**src/design/eilc_pkg.sv**
```systemverilog
// Shared types and constants for the external interrupt line controller.
package eilc_pkg;

    // Line and port geometry
    localparam int LINE_COUNT = 16;
    localparam int MAX_PORTS  = 4;
    localparam int NUM_PORTS  = 4;
    localparam int SRC_W      = 4;
    localparam int PORT_IDX_W = $clog2(MAX_PORTS);
    localparam int IRQ_COUNT  = 7;

    // Stream payload widths
    localparam int IN_DATA_W  = 80;
    localparam int OUT_DATA_W = 24;

    // Configuration port
    localparam int CFG_DATA_W = 64;
    localparam int CFG_ADDR_W = 5;
    localparam int REG_IDX_W  = 2;

    localparam logic [REG_IDX_W-1:0] REG_RISING_ENABLE  = 2'd0;
    localparam logic [REG_IDX_W-1:0] REG_FALLING_ENABLE = 2'd1;
    localparam logic [REG_IDX_W-1:0] REG_LINE_UNMASK    = 2'd2;
    localparam logic [REG_IDX_W-1:0] REG_LINE_SOURCE    = 2'd3;

    // Request grouping
    localparam logic [LINE_COUNT-1:0] DIRECT_MASK     = 16'h001f;
    localparam logic [LINE_COUNT-1:0] GROUP_LOW_MASK  = 16'h03e0;
    localparam logic [LINE_COUNT-1:0] GROUP_HIGH_MASK = 16'hfc00;
    localparam int DIRECT_COUNT = 5;

    // Per-line configuration handed to each lane
    typedef struct packed {
        logic             rise;
        logic             fall;
        logic [SRC_W-1:0] src;
    } lane_cfg_t;

endpackage

```
**src/design/external_interrupt_line_controller.sv**
```systemverilog
// Top level of the sixteen-line external interrupt controller.
//
//  channel   dir   handshake           contents
//  s_*       in    s_tvalid/s_tready   four port pin words and a clear mask
//  m_*       out   m_tvalid/m_tready   pending flags and interrupt requests
//  apb       in    psel/penable        enables, unmask and line sources
//
// One item per cycle while s_tready is high: all sixteen lanes finish a tick in
// the accept cycle and the result is registered in the output or skid register.
// A skid register takes one more item while the output stalls; s_tready
// drops only when both are full.
// Reset clears configuration, previous levels, pending flags and the
// primed flag; the first item after reset detects no edges.
module external_interrupt_line_controller
    import eilc_pkg::*;
#(
    parameter int PORT_COUNT = NUM_PORTS
)
(
    input  logic                  aclk,
    input  logic                  aresetn,
    // port0_pins, port1_pins, port2_pins, port3_pins, clear_pending (16 each)
    input  logic [IN_DATA_W-1:0]  s_tdata,
    input  logic                  s_tvalid,
    output logic                  s_tready,
    // pending_bits[15:0], irq_requests[22:16], zero pad[23]
    output logic [OUT_DATA_W-1:0] m_tdata,
    output logic                  m_tvalid,
    input  logic                  m_tready,
    input  logic                  psel,
    input  logic                  penable,
    input  logic                  pwrite,
    input  logic [CFG_ADDR_W-1:0] paddr,
    input  logic [CFG_DATA_W-1:0] pwdata,
    output logic [CFG_DATA_W-1:0] prdata,
    output logic                  pready
);

    logic [LINE_COUNT-1:0]         rising_enable_reg;
    logic [LINE_COUNT-1:0]         falling_enable_reg;
    logic [LINE_COUNT-1:0]         line_unmask_reg;
    logic [SRC_W*LINE_COUNT-1:0]   line_source_reg;
    logic                          primed_reg;
    logic [OUT_DATA_W-1:0]         out_data_reg;
    logic                          out_valid_reg;
    logic [OUT_DATA_W-1:0]         skid_data_reg;
    logic                          skid_valid_reg;

    logic                          cfg_write;
    logic [REG_IDX_W-1:0]          cfg_idx;
    logic                          s_accept;
    logic                          out_take;
    logic [LINE_COUNT-1:0]         clear_mask;
    logic [LINE_COUNT-1:0]         pending_next;
    logic [IRQ_COUNT-1:0]          irq;
    logic [OUT_DATA_W-1:0]         result;

    // Configuration port
    assign pready    = 1'b1;
    assign cfg_idx   = paddr[CFG_ADDR_W-1:CFG_ADDR_W-REG_IDX_W];
    assign cfg_write = psel & penable & pwrite & pready;

    always_ff @(posedge aclk) begin
        if (!aresetn) begin
            rising_enable_reg  <= '0;
            falling_enable_reg <= '0;
            line_unmask_reg    <= '0;
            line_source_reg    <= '0;
        end else if (cfg_write) begin
            unique case (cfg_idx)
                REG_RISING_ENABLE:  rising_enable_reg  <= pwdata[LINE_COUNT-1:0];
                REG_FALLING_ENABLE: falling_enable_reg <= pwdata[LINE_COUNT-1:0];
                REG_LINE_UNMASK:    line_unmask_reg    <= pwdata[LINE_COUNT-1:0];
                REG_LINE_SOURCE:    line_source_reg    <= pwdata[SRC_W*LINE_COUNT-1:0];
                default:            ;
            endcase
        end
    end

    // Register readback
    always_comb begin
        unique case (cfg_idx)
            REG_RISING_ENABLE:  prdata = CFG_DATA_W'(rising_enable_reg);
            REG_FALLING_ENABLE: prdata = CFG_DATA_W'(falling_enable_reg);
            REG_LINE_UNMASK:    prdata = CFG_DATA_W'(line_unmask_reg);
            REG_LINE_SOURCE:    prdata = CFG_DATA_W'(line_source_reg);
            default:            prdata = '0;
        endcase
    end

    // Handshakes
    assign s_tready = ~skid_valid_reg;
    assign s_accept = s_tvalid & s_tready;
    assign out_take = out_valid_reg & m_tready;
    assign clear_mask = s_tdata[MAX_PORTS*LINE_COUNT +: LINE_COUNT];

    // Sixteen lanes, one per line
    for (genvar k = 0; k < LINE_COUNT; k++) begin : g_lane
        logic [MAX_PORTS-1:0] lane_pins;
        lane_cfg_t            lane_cfg;

        for (genvar p = 0; p < MAX_PORTS; p++) begin : g_pin
            assign lane_pins[p] = s_tdata[p*LINE_COUNT + k];
        end

        assign lane_cfg.rise = rising_enable_reg[k];
        assign lane_cfg.fall = falling_enable_reg[k];
        assign lane_cfg.src  = line_source_reg[k*SRC_W +: SRC_W];

        eilc_lane #(
            .PORT_COUNT (PORT_COUNT)
        ) u_lane (
            .aclk         (aclk),
            .aresetn      (aresetn),
            .pins         (lane_pins),
            .cfg          (lane_cfg),
            .primed       (primed_reg),
            .clear        (clear_mask[k]),
            .advance      (s_accept),
            .pending_next (pending_next[k])
        );
    end

    // Combine lanes into requests
    eilc_merge u_merge (
        .pending (pending_next),
        .unmask  (line_unmask_reg),
        .irq     (irq)
    );

    assign result = {1'b0, irq, pending_next};

    // Mark the first tick as seen
    always_ff @(posedge aclk) begin
        if (!aresetn) begin
            primed_reg <= 1'b0;
        end else if (s_accept) begin
            primed_reg <= 1'b1;
        end
    end

    // Output register with skid stage
    always_ff @(posedge aclk) begin
        if (!aresetn) begin
            out_valid_reg  <= 1'b0;
            skid_valid_reg <= 1'b0;
        end else if (skid_valid_reg) begin
            if (out_take) begin
                out_valid_reg  <= 1'b1;
                skid_valid_reg <= 1'b0;
            end
        end else if (s_accept) begin
            if (!out_valid_reg || m_tready) begin
                out_valid_reg <= 1'b1;
            end else begin
                skid_valid_reg <= 1'b1;
            end
        end else if (out_take) begin
            out_valid_reg <= 1'b0;
        end
    end

    always_ff @(posedge aclk) begin
        if (skid_valid_reg) begin
            if (out_take) begin
                out_data_reg <= skid_data_reg;
            end
        end else if (s_accept) begin
            if (!out_valid_reg || m_tready) begin
                out_data_reg <= result;
            end else begin
                skid_data_reg <= result;
            end
        end
    end

    assign m_tdata  = out_data_reg;
    assign m_tvalid = out_valid_reg;

endmodule

```
**src/design/eilc_lane.sv**
```systemverilog
// One interrupt line: pin select, edge detect and pending flag.
module eilc_lane
    import eilc_pkg::*;
#(
    parameter int PORT_COUNT = NUM_PORTS
)
(
    input  logic                 aclk,
    input  logic                 aresetn,
    input  logic [MAX_PORTS-1:0] pins,
    input  lane_cfg_t            cfg,
    input  logic                 primed,
    input  logic                 clear,
    input  logic                 advance,
    output logic                 pending_next
);

    logic prev_level_reg;
    logic pending_reg;
    logic level;
    logic edge_hit;

    // Pick the pin of the selected port; missing ports read low
    always_comb begin
        level = 1'b0;
        if (cfg.src < SRC_W'(PORT_COUNT)) begin
            level = pins[cfg.src[PORT_IDX_W-1:0]];
        end
    end

    // Detect enabled edges once the previous level is known
    assign edge_hit = primed & ((level & ~prev_level_reg & cfg.rise) |
                                (~level & prev_level_reg & cfg.fall));

    // Clear first, then let a new edge set the flag
    assign pending_next = (pending_reg & ~clear) | edge_hit;

    // Advance line state on each accepted item
    always_ff @(posedge aclk) begin
        if (!aresetn) begin
            prev_level_reg <= 1'b0;
            pending_reg    <= 1'b0;
        end else if (advance) begin
            prev_level_reg <= level;
            pending_reg    <= pending_next;
        end
    end

endmodule

```
**src/design/eilc_merge.sv**
```systemverilog
// Merge lane pending flags into the seven interrupt requests.
module eilc_merge
    import eilc_pkg::*;
(
    input  logic [LINE_COUNT-1:0] pending,
    input  logic [LINE_COUNT-1:0] unmask,
    output logic [IRQ_COUNT-1:0]  irq
);

    logic [LINE_COUNT-1:0] active;

    assign active = pending & unmask;

    // Direct lines first, then the two shared vectors
    assign irq[DIRECT_COUNT-1:0] = active[DIRECT_COUNT-1:0] & DIRECT_MASK[DIRECT_COUNT-1:0];
    assign irq[DIRECT_COUNT]     = |(active & GROUP_LOW_MASK);
    assign irq[DIRECT_COUNT+1]   = |(active & GROUP_HIGH_MASK);

endmodule

```
**config.mk**
```make
export PLATFORM = sky130hd
export DESIGN_NAME = external_interrupt_line_controller
export DESIGN_NICKNAME = d
export VERILOG_FILES = /design/src/design/eilc_pkg.sv /design/src/design/external_interrupt_line_controller.sv /design/src/design/eilc_lane.sv /design/src/design/eilc_merge.sv
export SDC_FILE = /design/constraint.sdc
export NUM_CORES = 1
export LEC_CHECK = 0
export BUFFER_PORTS_ARGS = -buffer_cell sky130_fd_sc_hd__buf_2
export CORE_MARGIN = 8
export CORE_UTILIZATION = 55
export CTS_BUF_LIST = sky130_fd_sc_hd__clkbuf_2 sky130_fd_sc_hd__clkbuf_4 sky130_fd_sc_hd__clkbuf_8
export DETAILED_ROUTE_END_ITERATION = 16
export PLACE_DENSITY = 0.84
export SETUP_SLACK_MARGIN = 0.4
export SYNTH_ARGS = -nofsm -noshare
export SYNTH_HDL_FRONTEND = slang
export SYNTH_SLANG_ARGS = --single-unit
```
**constraint.sdc**
```tcl
create_clock -name aclk -period 3.2 [get_ports aclk]
set_input_delay 0.16 -clock aclk [delete_from_list [all_inputs] [get_ports aclk]]
set_output_delay 0.16 -clock aclk [all_outputs]
set_load 0.05 [all_outputs]
```
==> impl_metrics.toml, run 1 <==
[placement]
gp_congestion = 0.8183
dp.cells = 1383
io_buffers = 241
dp_hpwl_um = 19270

[die]
rows = 47
dieArea_mm2 = 0.02113
initial_core_util_pct = 55.89
die-width_um = 145.4
die_y_um = 145.4
core_area_mm2 = 0.01647
num_io_pins = 247

[worst_setup_path]
cp_slowest_stage_delay_ns = 0.59
cp_num_buf_inv = 1
startpoint_type = "flop"
cp.arrival_ns = 2.35
cp_max_fo = 3
critical_path.cell_chain = "mux4_2 -> nand2_1 -> mux2i_1 -> a21oi_2 -> inv_2 -> mux2_2"
crit_required_ns = 3.43
crit_type = "reg2reg"
path_delay_family = "multiplexers"
crit_path_top_delay_cell = "mux4_2"
endpoint_kind = "flop"

[timing]
slew_headroom_pct = 39.57
setup_viol = 0
skew_ns = 0.01242
fin_setup_tns_ns = 0
tightest_slew_ns = 0.9065
slew_violations = 0
rsz0062_at_grt = "no"
fmax_mhz = 473.4
fin_crit_ns = 2.113
post-route-period-util_pct = 66.02
holdWs_ns = 0.02795
finalHoldViolCount = 0

[logic_synthesis]
synth_nets = 1131
synth_top_cell_by_area = "dfxtp_1"
synth_most_common_cell = "nand2_1"
synth_top_area_share_pct = 31.98
async_flop_share_pct = 0
yosysWarnings = 0
synth_area_leaders = "dfxtp_1 (32%), edfxtp_1 (15%), nand2_1 (10%), a21boi_0 (7.7%), mux4_2 (6.4%)"
synthCells = 975
synth_seq_area_share_pct = 46.99
syn_area_mm2 = 0.009203
synth_common_cells = "nand2_1 (254), dfxtp_1 (147), a21boi_0 (94)"
syn_avg_cell_area_um2 = 9.439
ys_ff_latch = 193
synthDistinctLibCells = 60
synth_enable_flop_cells = 46
ys.flop_type = "dfxtp_1"

[finish]
nets = 1404
largest_reg_flops = 64
drive_gt1_share_pct = 27.44
final-seq-area_mm2 = 0.004324
instances_no_fill = 1481
syn_to_final_growth_pct = 26.06
fillers = 1208
multi_input_area_mm2 = 0.004554
diodes = 0

[power]
p_per_area_mw_per_mm2 = 422.4
irDropWorstVdd_mv = 0.2967
p_leak_nw = 4.996

[clocking]
clkTransAtPathRegs_ns = 0.11
clock_latency_ns = 0.48
cts_tree = "built"
cts_buffer_depth = 2
ctsResizeCount = 0
root_buffer = "clkbuf_8"
htree_levels = 4
cts_setup_buffers = 0
cts-buffers-inserted = 17
numClockSinks = 193

[detailed_routing]
drt_first_pass_iters = 5
vias_per_cell = 5.777
num_vias = 8555
drt_wl_total_um = 28900
ant_nets = 0
drcViolationCount = 0
wl_per_cell_um = 19.51
drtIter0Drc = 834

[worst_hold_path]
hold_class = "in2reg"

[global_routing]
grt_pass1_vias = 8448
grt_max_degree = 99
grt_first_pass_wirelength_um = 45300
antenna_found_initial = 0
grt_usage_pct = 26.53
grt.overflow.total = 0

[run]
max_cap_violations = 0

[outcome]
status = "finished, final reports clean"
[kinds of logic after synthesis]
family | share of synthesized area, %
AOI/OAI and AO/OA | 18.12
other | 0.08161
DFF | 46.99
buffers and inverters | 3.671
muxes | 9.993
and+or+nand+nor | 21.14
[cell type report]
type | count | area share, %
multi-input cells | 702 | 39.26
flip-flops and latches | 193 | 37.27
repair buffers | 323 | 17.36
well taps | 220 | 2.373
clock buffers | 17 | 2.017
clock inverters | 15 | 1.359
inverters | 11 | 0.3559
[final timing paths]
| check | from | end | slack (ns) | depth (start not counted) |
|---|---|---|---|---|
| hold reg to reg | rising_enable_reg[15]$_SDFFE_PN0P_ | rising_enable_reg[15]$_SDFFE_PN0P_ | 0.47 | 2 |
| setup reg to reg | line_source_reg[36]$_SDFFE_PN0P_ | m_tdata[9]$_DFFE_PP_ | 1.09 | 6 |
| setup / recovery | line_source_reg[36]$_SDFFE_PN0P_ | m_tdata[9]$_DFFE_PP_ | 1.09 | 6 |
| hold / removal | s_tdata[65] | g_lane[1].u_lane.pending_reg$_SDFFE_PN0P_ | 0.03 | 3 |
[through the flow]
| step | total power [mW] | cell area (um^2) | setup WS, ns | utilization [%] |
|---|---|---|---|---|
| after global routing | 5.066 | 11600 | 1.003 | 70.46 |
| after floorplan | 3.075 | 9203 | 0.6619 | - |
| after detailed placement | 3.293 | 10550 | 1.156 | 64.07 |
| after CTS | 4.908 | 11600 | 1.105 | 70.46 |
| final | 4.900 | 11600 | 1.087 | 70.46 |
| after global placement | 3.279 | 10550 | 1.170 | 64.07 |
[repair_timing]
action | 4_1_cts | 5_1_grt
endpoints found under the hold margin | 113 | 0
setup endpoints to repair | 0 | 0
hold buffers | 66 | 0
[power breakdown]
part	internal [mW]	switching, mW
registers	2.58	0.0488
logic	0.285	0.404
clock network	0.593	0.990
total	3.46	1.44
[per-layer routing]
metal | vias up | global-route usage, % | part of all wire (%) | routed length, um
met4 | 0 | 11.76 | 3.6 | 1033
met5 | - | 0 | 0 | 0
met1 | 4008 | 32.31 | 38 | 11030
li1 | 3977 | - | - | -
met2 | 496 | 43.41 | 48 | 13910
met3 | 74 | 7.152 | 10 | 2924
[cells in the final DEF (no fill, tap or decap), types with 13 or more instances in the layout]
cell           instances
a21boi_0              94
a21boi_1              24
a21oi_1               20
and2_1                13
and3_1                48
buf_2                240
buf_4                 15
clkbuf_8              17
dfxtp_1              147
dlygate4sd3_1         66
edfxtp_1              46
mux2i_1               23
mux4_2                26
nand2_1              254
nand2b_1              13
nand3_1               23
nor2_1                20
nor2b_1               13
o211a_1               15
o21ai_0               16
[worst reg2reg max path, stage by stage, from the launching register on]
cell	delay [ns]
dfxtp_1	0.44
mux4_2	0.59
nand2_1	0.15
mux2i_1	0.15
a21oi_2	0.21
inv_2	0.06
mux2_2	0.27
No activity file was read; power rests on OpenSTA's default activity.
==> run 2, diff against run 1 <==
clock period = 2 ns   (was 3.2 ns; I/O delays follow)
==> impl_metrics.toml, run 2 (synthesis gave the netlist of run 1 again) <==
[power]
swShare_pct = 29.86
p_total_mw = 7.976
clockPowerShare_pct = 31.2
internal_power_mw = 5.595
pwr-share-comb_pct = 16.1
irDropWorstVdd_mv = 0.4574
p_per_area_mw_per_mm2 = 622.5
seq_power_share_pct = 52.7
p_leak_nw = 5.405
p_sw_mw = 2.382

[worst_setup_path]
crit_required_ns = 2.24
crit_type = "reg2reg"
endpoint_kind = "flop"
ff2ff_path_depth = 6
cp_max_fo = 3
r2r-end = "m_tdata[12]$_DFFE_PP_"
startpoint_type = "flop"
cp.arrival_ns = 2.16
r2r_start = "line_source_reg[50]$_SDFFE_PN0P_"
rrSetupSlack_ns = 0.08

[clocking]
htree_levels = 4
clkTransAtPathRegs_ns = 0.10
cts-buffers-inserted = 17
numClockSinks = 193
cts_buffer_depth = 2
clock_latency_ns = 0.48
root_buffer = "clkbuf_8"
cts_tree = "built"

[global_routing]
grt_usage_pct = 28.43
antenna_found_initial = 1
grt.overflow.total = 0
grt_max_degree = 77
grt_pass1_vias = 9137
grt_first_pass_wirelength_um = 48580

[timing]
slew_violations = 0
skew_ns = 0.01488
setup_viol = 0
post-route-period-util_pct = 95.93
setup_slack_ns = 0.08144
slew_headroom_pct = 50.36
fin_setup_tns_ns = 0
holdWs_ns = 0.04970
fmax_mhz = 521.2
rsz0062_at_grt = "yes"
finalHoldViolCount = 0
tightest_slew_ns = 0.7446
fin_crit_ns = 1.919

[die]
dieArea_mm2 = 0.02113
rows = 47
initial_core_util_pct = 55.89
core_area_mm2 = 0.01647
die_y_um = 145.4
die-width_um = 145.4
num_io_pins = 247

[finish]
finalInstanceArea_mm2 = 0.01281
layout_common_cells = "nand2_1 (245), buf_2 (224), a21boi_0 (94)"
final_core_util_pct = 77.82
final-seq-area_mm2 = 0.004419
drive_gt1_share_pct = 39.27
syn_to_final_growth_pct = 39.24
largest_reg_flops = 64
instances_no_fill = 1540
final_common_cell = "nand2_1"
nets = 1462
fillers = 947
multi_input_area_mm2 = 0.005044

[placement]
gp_congestion = 0.8204
dp.cells = 1393
io_buffers = 241
place_worst_setup_slack_ns = 0.06667
place_area_mm2 = 0.01072
dp_hpwl_um = 19760

[detailed_routing]
ant_nets = 0
vias_per_cell = 6.040
drtIter0Drc = 1106
drt_wl_total_um = 32340
drcViolationCount = 0
drt_first_pass_iters = 6
wl_per_cell_um = 21.00
num_vias = 9301

[worst_hold_path]
whs_path_depth = 3
min_from = "s_tvalid"
hold_class = "in2reg"
hold_end = "g_lane[8].u_lane.pending_reg$_SDFFE_PN0P_"

[run]
max_cap_violations = 0

[outcome]
status = "finished, final reports clean"
==> run 2: worst max-delay path, cell delays in order (launching register included) <==
cell	delay (ns)
dfxtp_2	0.34
or3b_4	0.40
o22ai_4	0.26
mux2i_2	0.15
a21oi_2	0.22
inv_2	0.05
mux2_4	0.26
==> run 2: worst max path at each step <==
stage,startpoint,end,slack [ns],depth (start not counted)
after detailed placement,line_source_reg[52]$_SDFFE_PN0P_,m_tdata[22]$_DFFE_PP_,0.07,5
after floorplan,line_source_reg[51]$_SDFFE_PN0P_,m_tdata[22]$_DFFE_PP_,0.29,5
after global routing,line_source_reg[48]$_SDFFE_PN0P_,m_tdata[12]$_DFFE_PP_,0.07,6
after global placement,line_source_reg[51]$_SDFFE_PN0P_,m_tdata[12]$_DFFE_PP_,0.13,6
after CTS,line_source_reg[50]$_SDFFE_PN0P_,m_tdata[12]$_DFFE_PP_,0.14,6
final,line_source_reg[50]$_SDFFE_PN0P_,m_tdata[12]$_DFFE_PP_,0.08,6
==> run 2: layout make-up <==
| cell class | instances | share of cell area, % |
|---|---|---|
| tap | 220 | 2.148 |
| clock inverter | 15 | 1.074 |
| inverter | 11 | 0.3222 |
| antenna | 1 | 0.01953 |
| sequential | 193 | 34.49 |
| timing repair buffer | 381 | 20.76 |
| multi-input combinational | 702 | 39.36 |
| clock buffer | 17 | 1.826 |
==> run 2: metal layers <==
layer	wire length, um	track usage [%]	vias up
met5	0	0	-
met4	1486	14.47	0
li1	-	-	4087
met3	3626	7.960	118
met1	11820	34.08	4404
met2	15410	46.10	692
==> run 2: what timing repair did <==
action | 4_1_cts | 5_1_grt
endpoints found under the setup margin | 99 | 86
pin swaps | 32 | 28
buffers inserted | 32 | 11
gates resized for setup | 128 | 63
hold buffers | 71 | 0
hold endpoints to repair | 118 | 0
==> run 2: power by group through the flow <==
stage                     Clock, mW  Sequential [mW]  Combinational (mW)
after floorplan                   0             4.42               0.511
after global placement            0             4.29               0.989
after detailed placement          0             4.30                1.01
after CTS                      2.48             4.20                1.20
after global routing           2.64             4.22                1.35
final                          2.49             4.20                1.29
==> run 3, diff against run 2 <==
clock period = 2.17 ns   (was 2 ns; I/O delays follow)
==> impl_metrics.toml, run 3 (synthesis gave the netlist of run 1 again) <==
[timing]
tightest_slew_ns = 0.7680
fin_setup_tns_ns = 0
fmax_mhz = 531.6
slew_violations = 0
setup_viol = 0
slew_headroom_pct = 48.80
rsz0062_at_grt = "yes"
finalHoldViolCount = 0
post-route-period-util_pct = 86.69
skew_ns = 0.01211
fin_crit_ns = 1.881

[clocking]
htree_levels = 4
cts-buffers-inserted = 17
root_buffer = "clkbuf_8"
numClockSinks = 193
clkTransAtPathRegs_ns = 0.11
cts_buffer_depth = 2
clock_latency_ns = 0.49
cts_tree = "built"

[power]
irDropWorstVdd_mv = 0.4186
pwr-share-comb_pct = 15.5
seq_power_share_pct = 53.2
clockPowerShare_pct = 31.3
p_sw_mw = 2.166
internal_power_mw = 5.143
p_leak_nw = 5.229
swShare_pct = 29.63
p_total_mw = 7.309
p_per_area_mw_per_mm2 = 592.6

[worst_setup_path]
cp.arrival_ns = 2.20
crit_path_top_delay_cell = "mux4_2"
critical_path.cell_chain = "mux4_2 -> nand2_4 -> mux2i_4 -> a22oi_1 -> a32oi_1"
cp_slowest_stage_delay_ns = 0.54
path_delay_family = "multiplexers"
cp_num_buf_inv = 0
cp_max_fo = 2
startpoint_type = "flop"
crit_required_ns = 2.49
endpoint_kind = "flop"
crit_type = "reg2reg"

[die]
dieArea_mm2 = 0.02113
num_io_pins = 247
die-width_um = 145.4
die_y_um = 145.4
core_area_mm2 = 0.01647
rows = 47
initial_core_util_pct = 55.89

[detailed_routing]
drt_wl_total_um = 31080
num_vias = 8860
wl_per_cell_um = 20.40
drcViolationCount = 0
vias_per_cell = 5.817
ant_nets = 0
drtIter0Drc = 721
drt_first_pass_iters = 7

[global_routing]
grt_usage_pct = 27.94
grt_util_met2_pct = 45.77
grt_busiest_layer = "met2"
globalRouteMet3Util_pct = 7.494
grt_first_pass_wirelength_um = 47730
use_met1_pct = 33.59
grt.overflow.total = 0
grt_pass1_vias = 8769
antenna_found_initial = 6
grt_max_degree = 88

[finish]
syn_to_final_growth_pct = 34.02
layout_common_cells = "nand2_1 (246), buf_2 (238), dfxtp_1 (126)"
final_core_util_pct = 74.90
finalInstanceArea_mm2 = 0.01233
drive_gt1_share_pct = 33.56
final_common_cell = "nand2_1"
nets = 1439
largest_reg_flops = 64

[placement]
io_buffers = 241
gp_congestion = 0.8438
place_area_mm2 = 0.01068
dp_hpwl_um = 20090

[worst_hold_path]
hold_class = "in2reg"

[run]
max_cap_violations = 0

[outcome]
status = "finished, final reports clean"
[run 3: cell types whose count changed in the layout (fill, tap and decap cells not counted), moves of 9 or more]
cell,change
a21oi_1,+13
dfxtp_1,+33
a21oi_2,-11
dfxtp_2,-22
buf_2,+14
dfxtp_4,-11
buf_4,-18
buf_6,-13
buf_8,-9
[run 3: path summary, 6_finish.rpt]
| path | cells after the start | slack (ns) | to | start |
|---|---|---|---|---|
| setup reg to reg | 5 | 0.29 | m_tdata[22]$_DFFE_PP_ | line_source_reg[44]$_SDFFE_PN0P_ |
| hold reg to reg | 2 | 0.48 | rising_enable_reg[9]$_SDFFE_PN0P_ | rising_enable_reg[9]$_SDFFE_PN0P_ |
| hold / removal | 4 | 0.04 | g_lane[9].u_lane.pending_reg$_SDFFE_PN0P_ | s_tdata[73] |
| setup / recovery | 5 | 0.29 | m_tdata[22]$_DFFE_PP_ | line_source_reg[44]$_SDFFE_PN0P_ |
[run 3: tightest hold or removal path, delay by kind of cell]
kind	cells	cell delay, ns
AO/OA/AOI/OAI	2	0.22
buffers and inverters	1	0.09
AND/OR/NAND/NOR	1	0.06
[run 3: final cells by class]
| type | count | area (um^2) |
|---|---|---|
| Antenna cell | 7 | 17.52 |
| Clock buffer | 17 | 234.0 |
| Clock inverter | 15 | 142.6 |
| Fill cell | 1047 | 4133 |
| Inverter | 11 | 41.29 |
| Multi-Input combinational cell | 702 | 4918 |
| Sequential cell | 193 | 4350 |
| Tap cell | 220 | 275.3 |
| Timing Repair Buffer | 358 | 2354 |
[run 3: power by group through the flow]
stage | clock (mW) | combinational (mW) | sequential, mW
after global routing | 2.43 | 1.20 | 3.90
after detailed placement | 0 | 0.927 | 3.96
after floorplan | 0 | 0.461 | 4.08
after global placement | 0 | 0.911 | 3.96
final | 2.29 | 1.13 | 3.89
after CTS | 2.30 | 1.07 | 3.88
[run 3: layer usage]
metal | part of all wire (%) | vias up | wire (um)
li1 | - | 4050 | -
met1 | 38 | 4193 | 11750
met2 | 49 | 524 | 15150
met3 | 9.6 | 91 | 2998
met4 | 3.8 | 2 | 1167
met5 | 0.032 | - | 10
[run 3: timing repair]
| action | in CTS | in global routing |
|---|---|---|
| endpoints found under the setup margin | 47 | 42 |
| gates cloned | 0 | 0 |
| setup buffers | 12 | 6 |
| endpoints found under the hold margin | 124 | 0 |
| hold buffers | 73 | 0 |
| gates resized for setup | 54 | 41 |
| pin swaps | 15 | 13 |
[run 3: metrics by stage]
stage / setup WS, ns / cells / hold slack [ns]
floorplan: 0.4176 / 975 / 0.2433
global placement: 0.2331 / 1393 / 0.3567
detailed placement: 0.2144 / 1393 / 0.3657
CTS: 0.2951 / 1510 / 0.01418
global route: 0.2389 / 1521 / 0.03433
finish: 0.2889 / 1523 / 0.03516
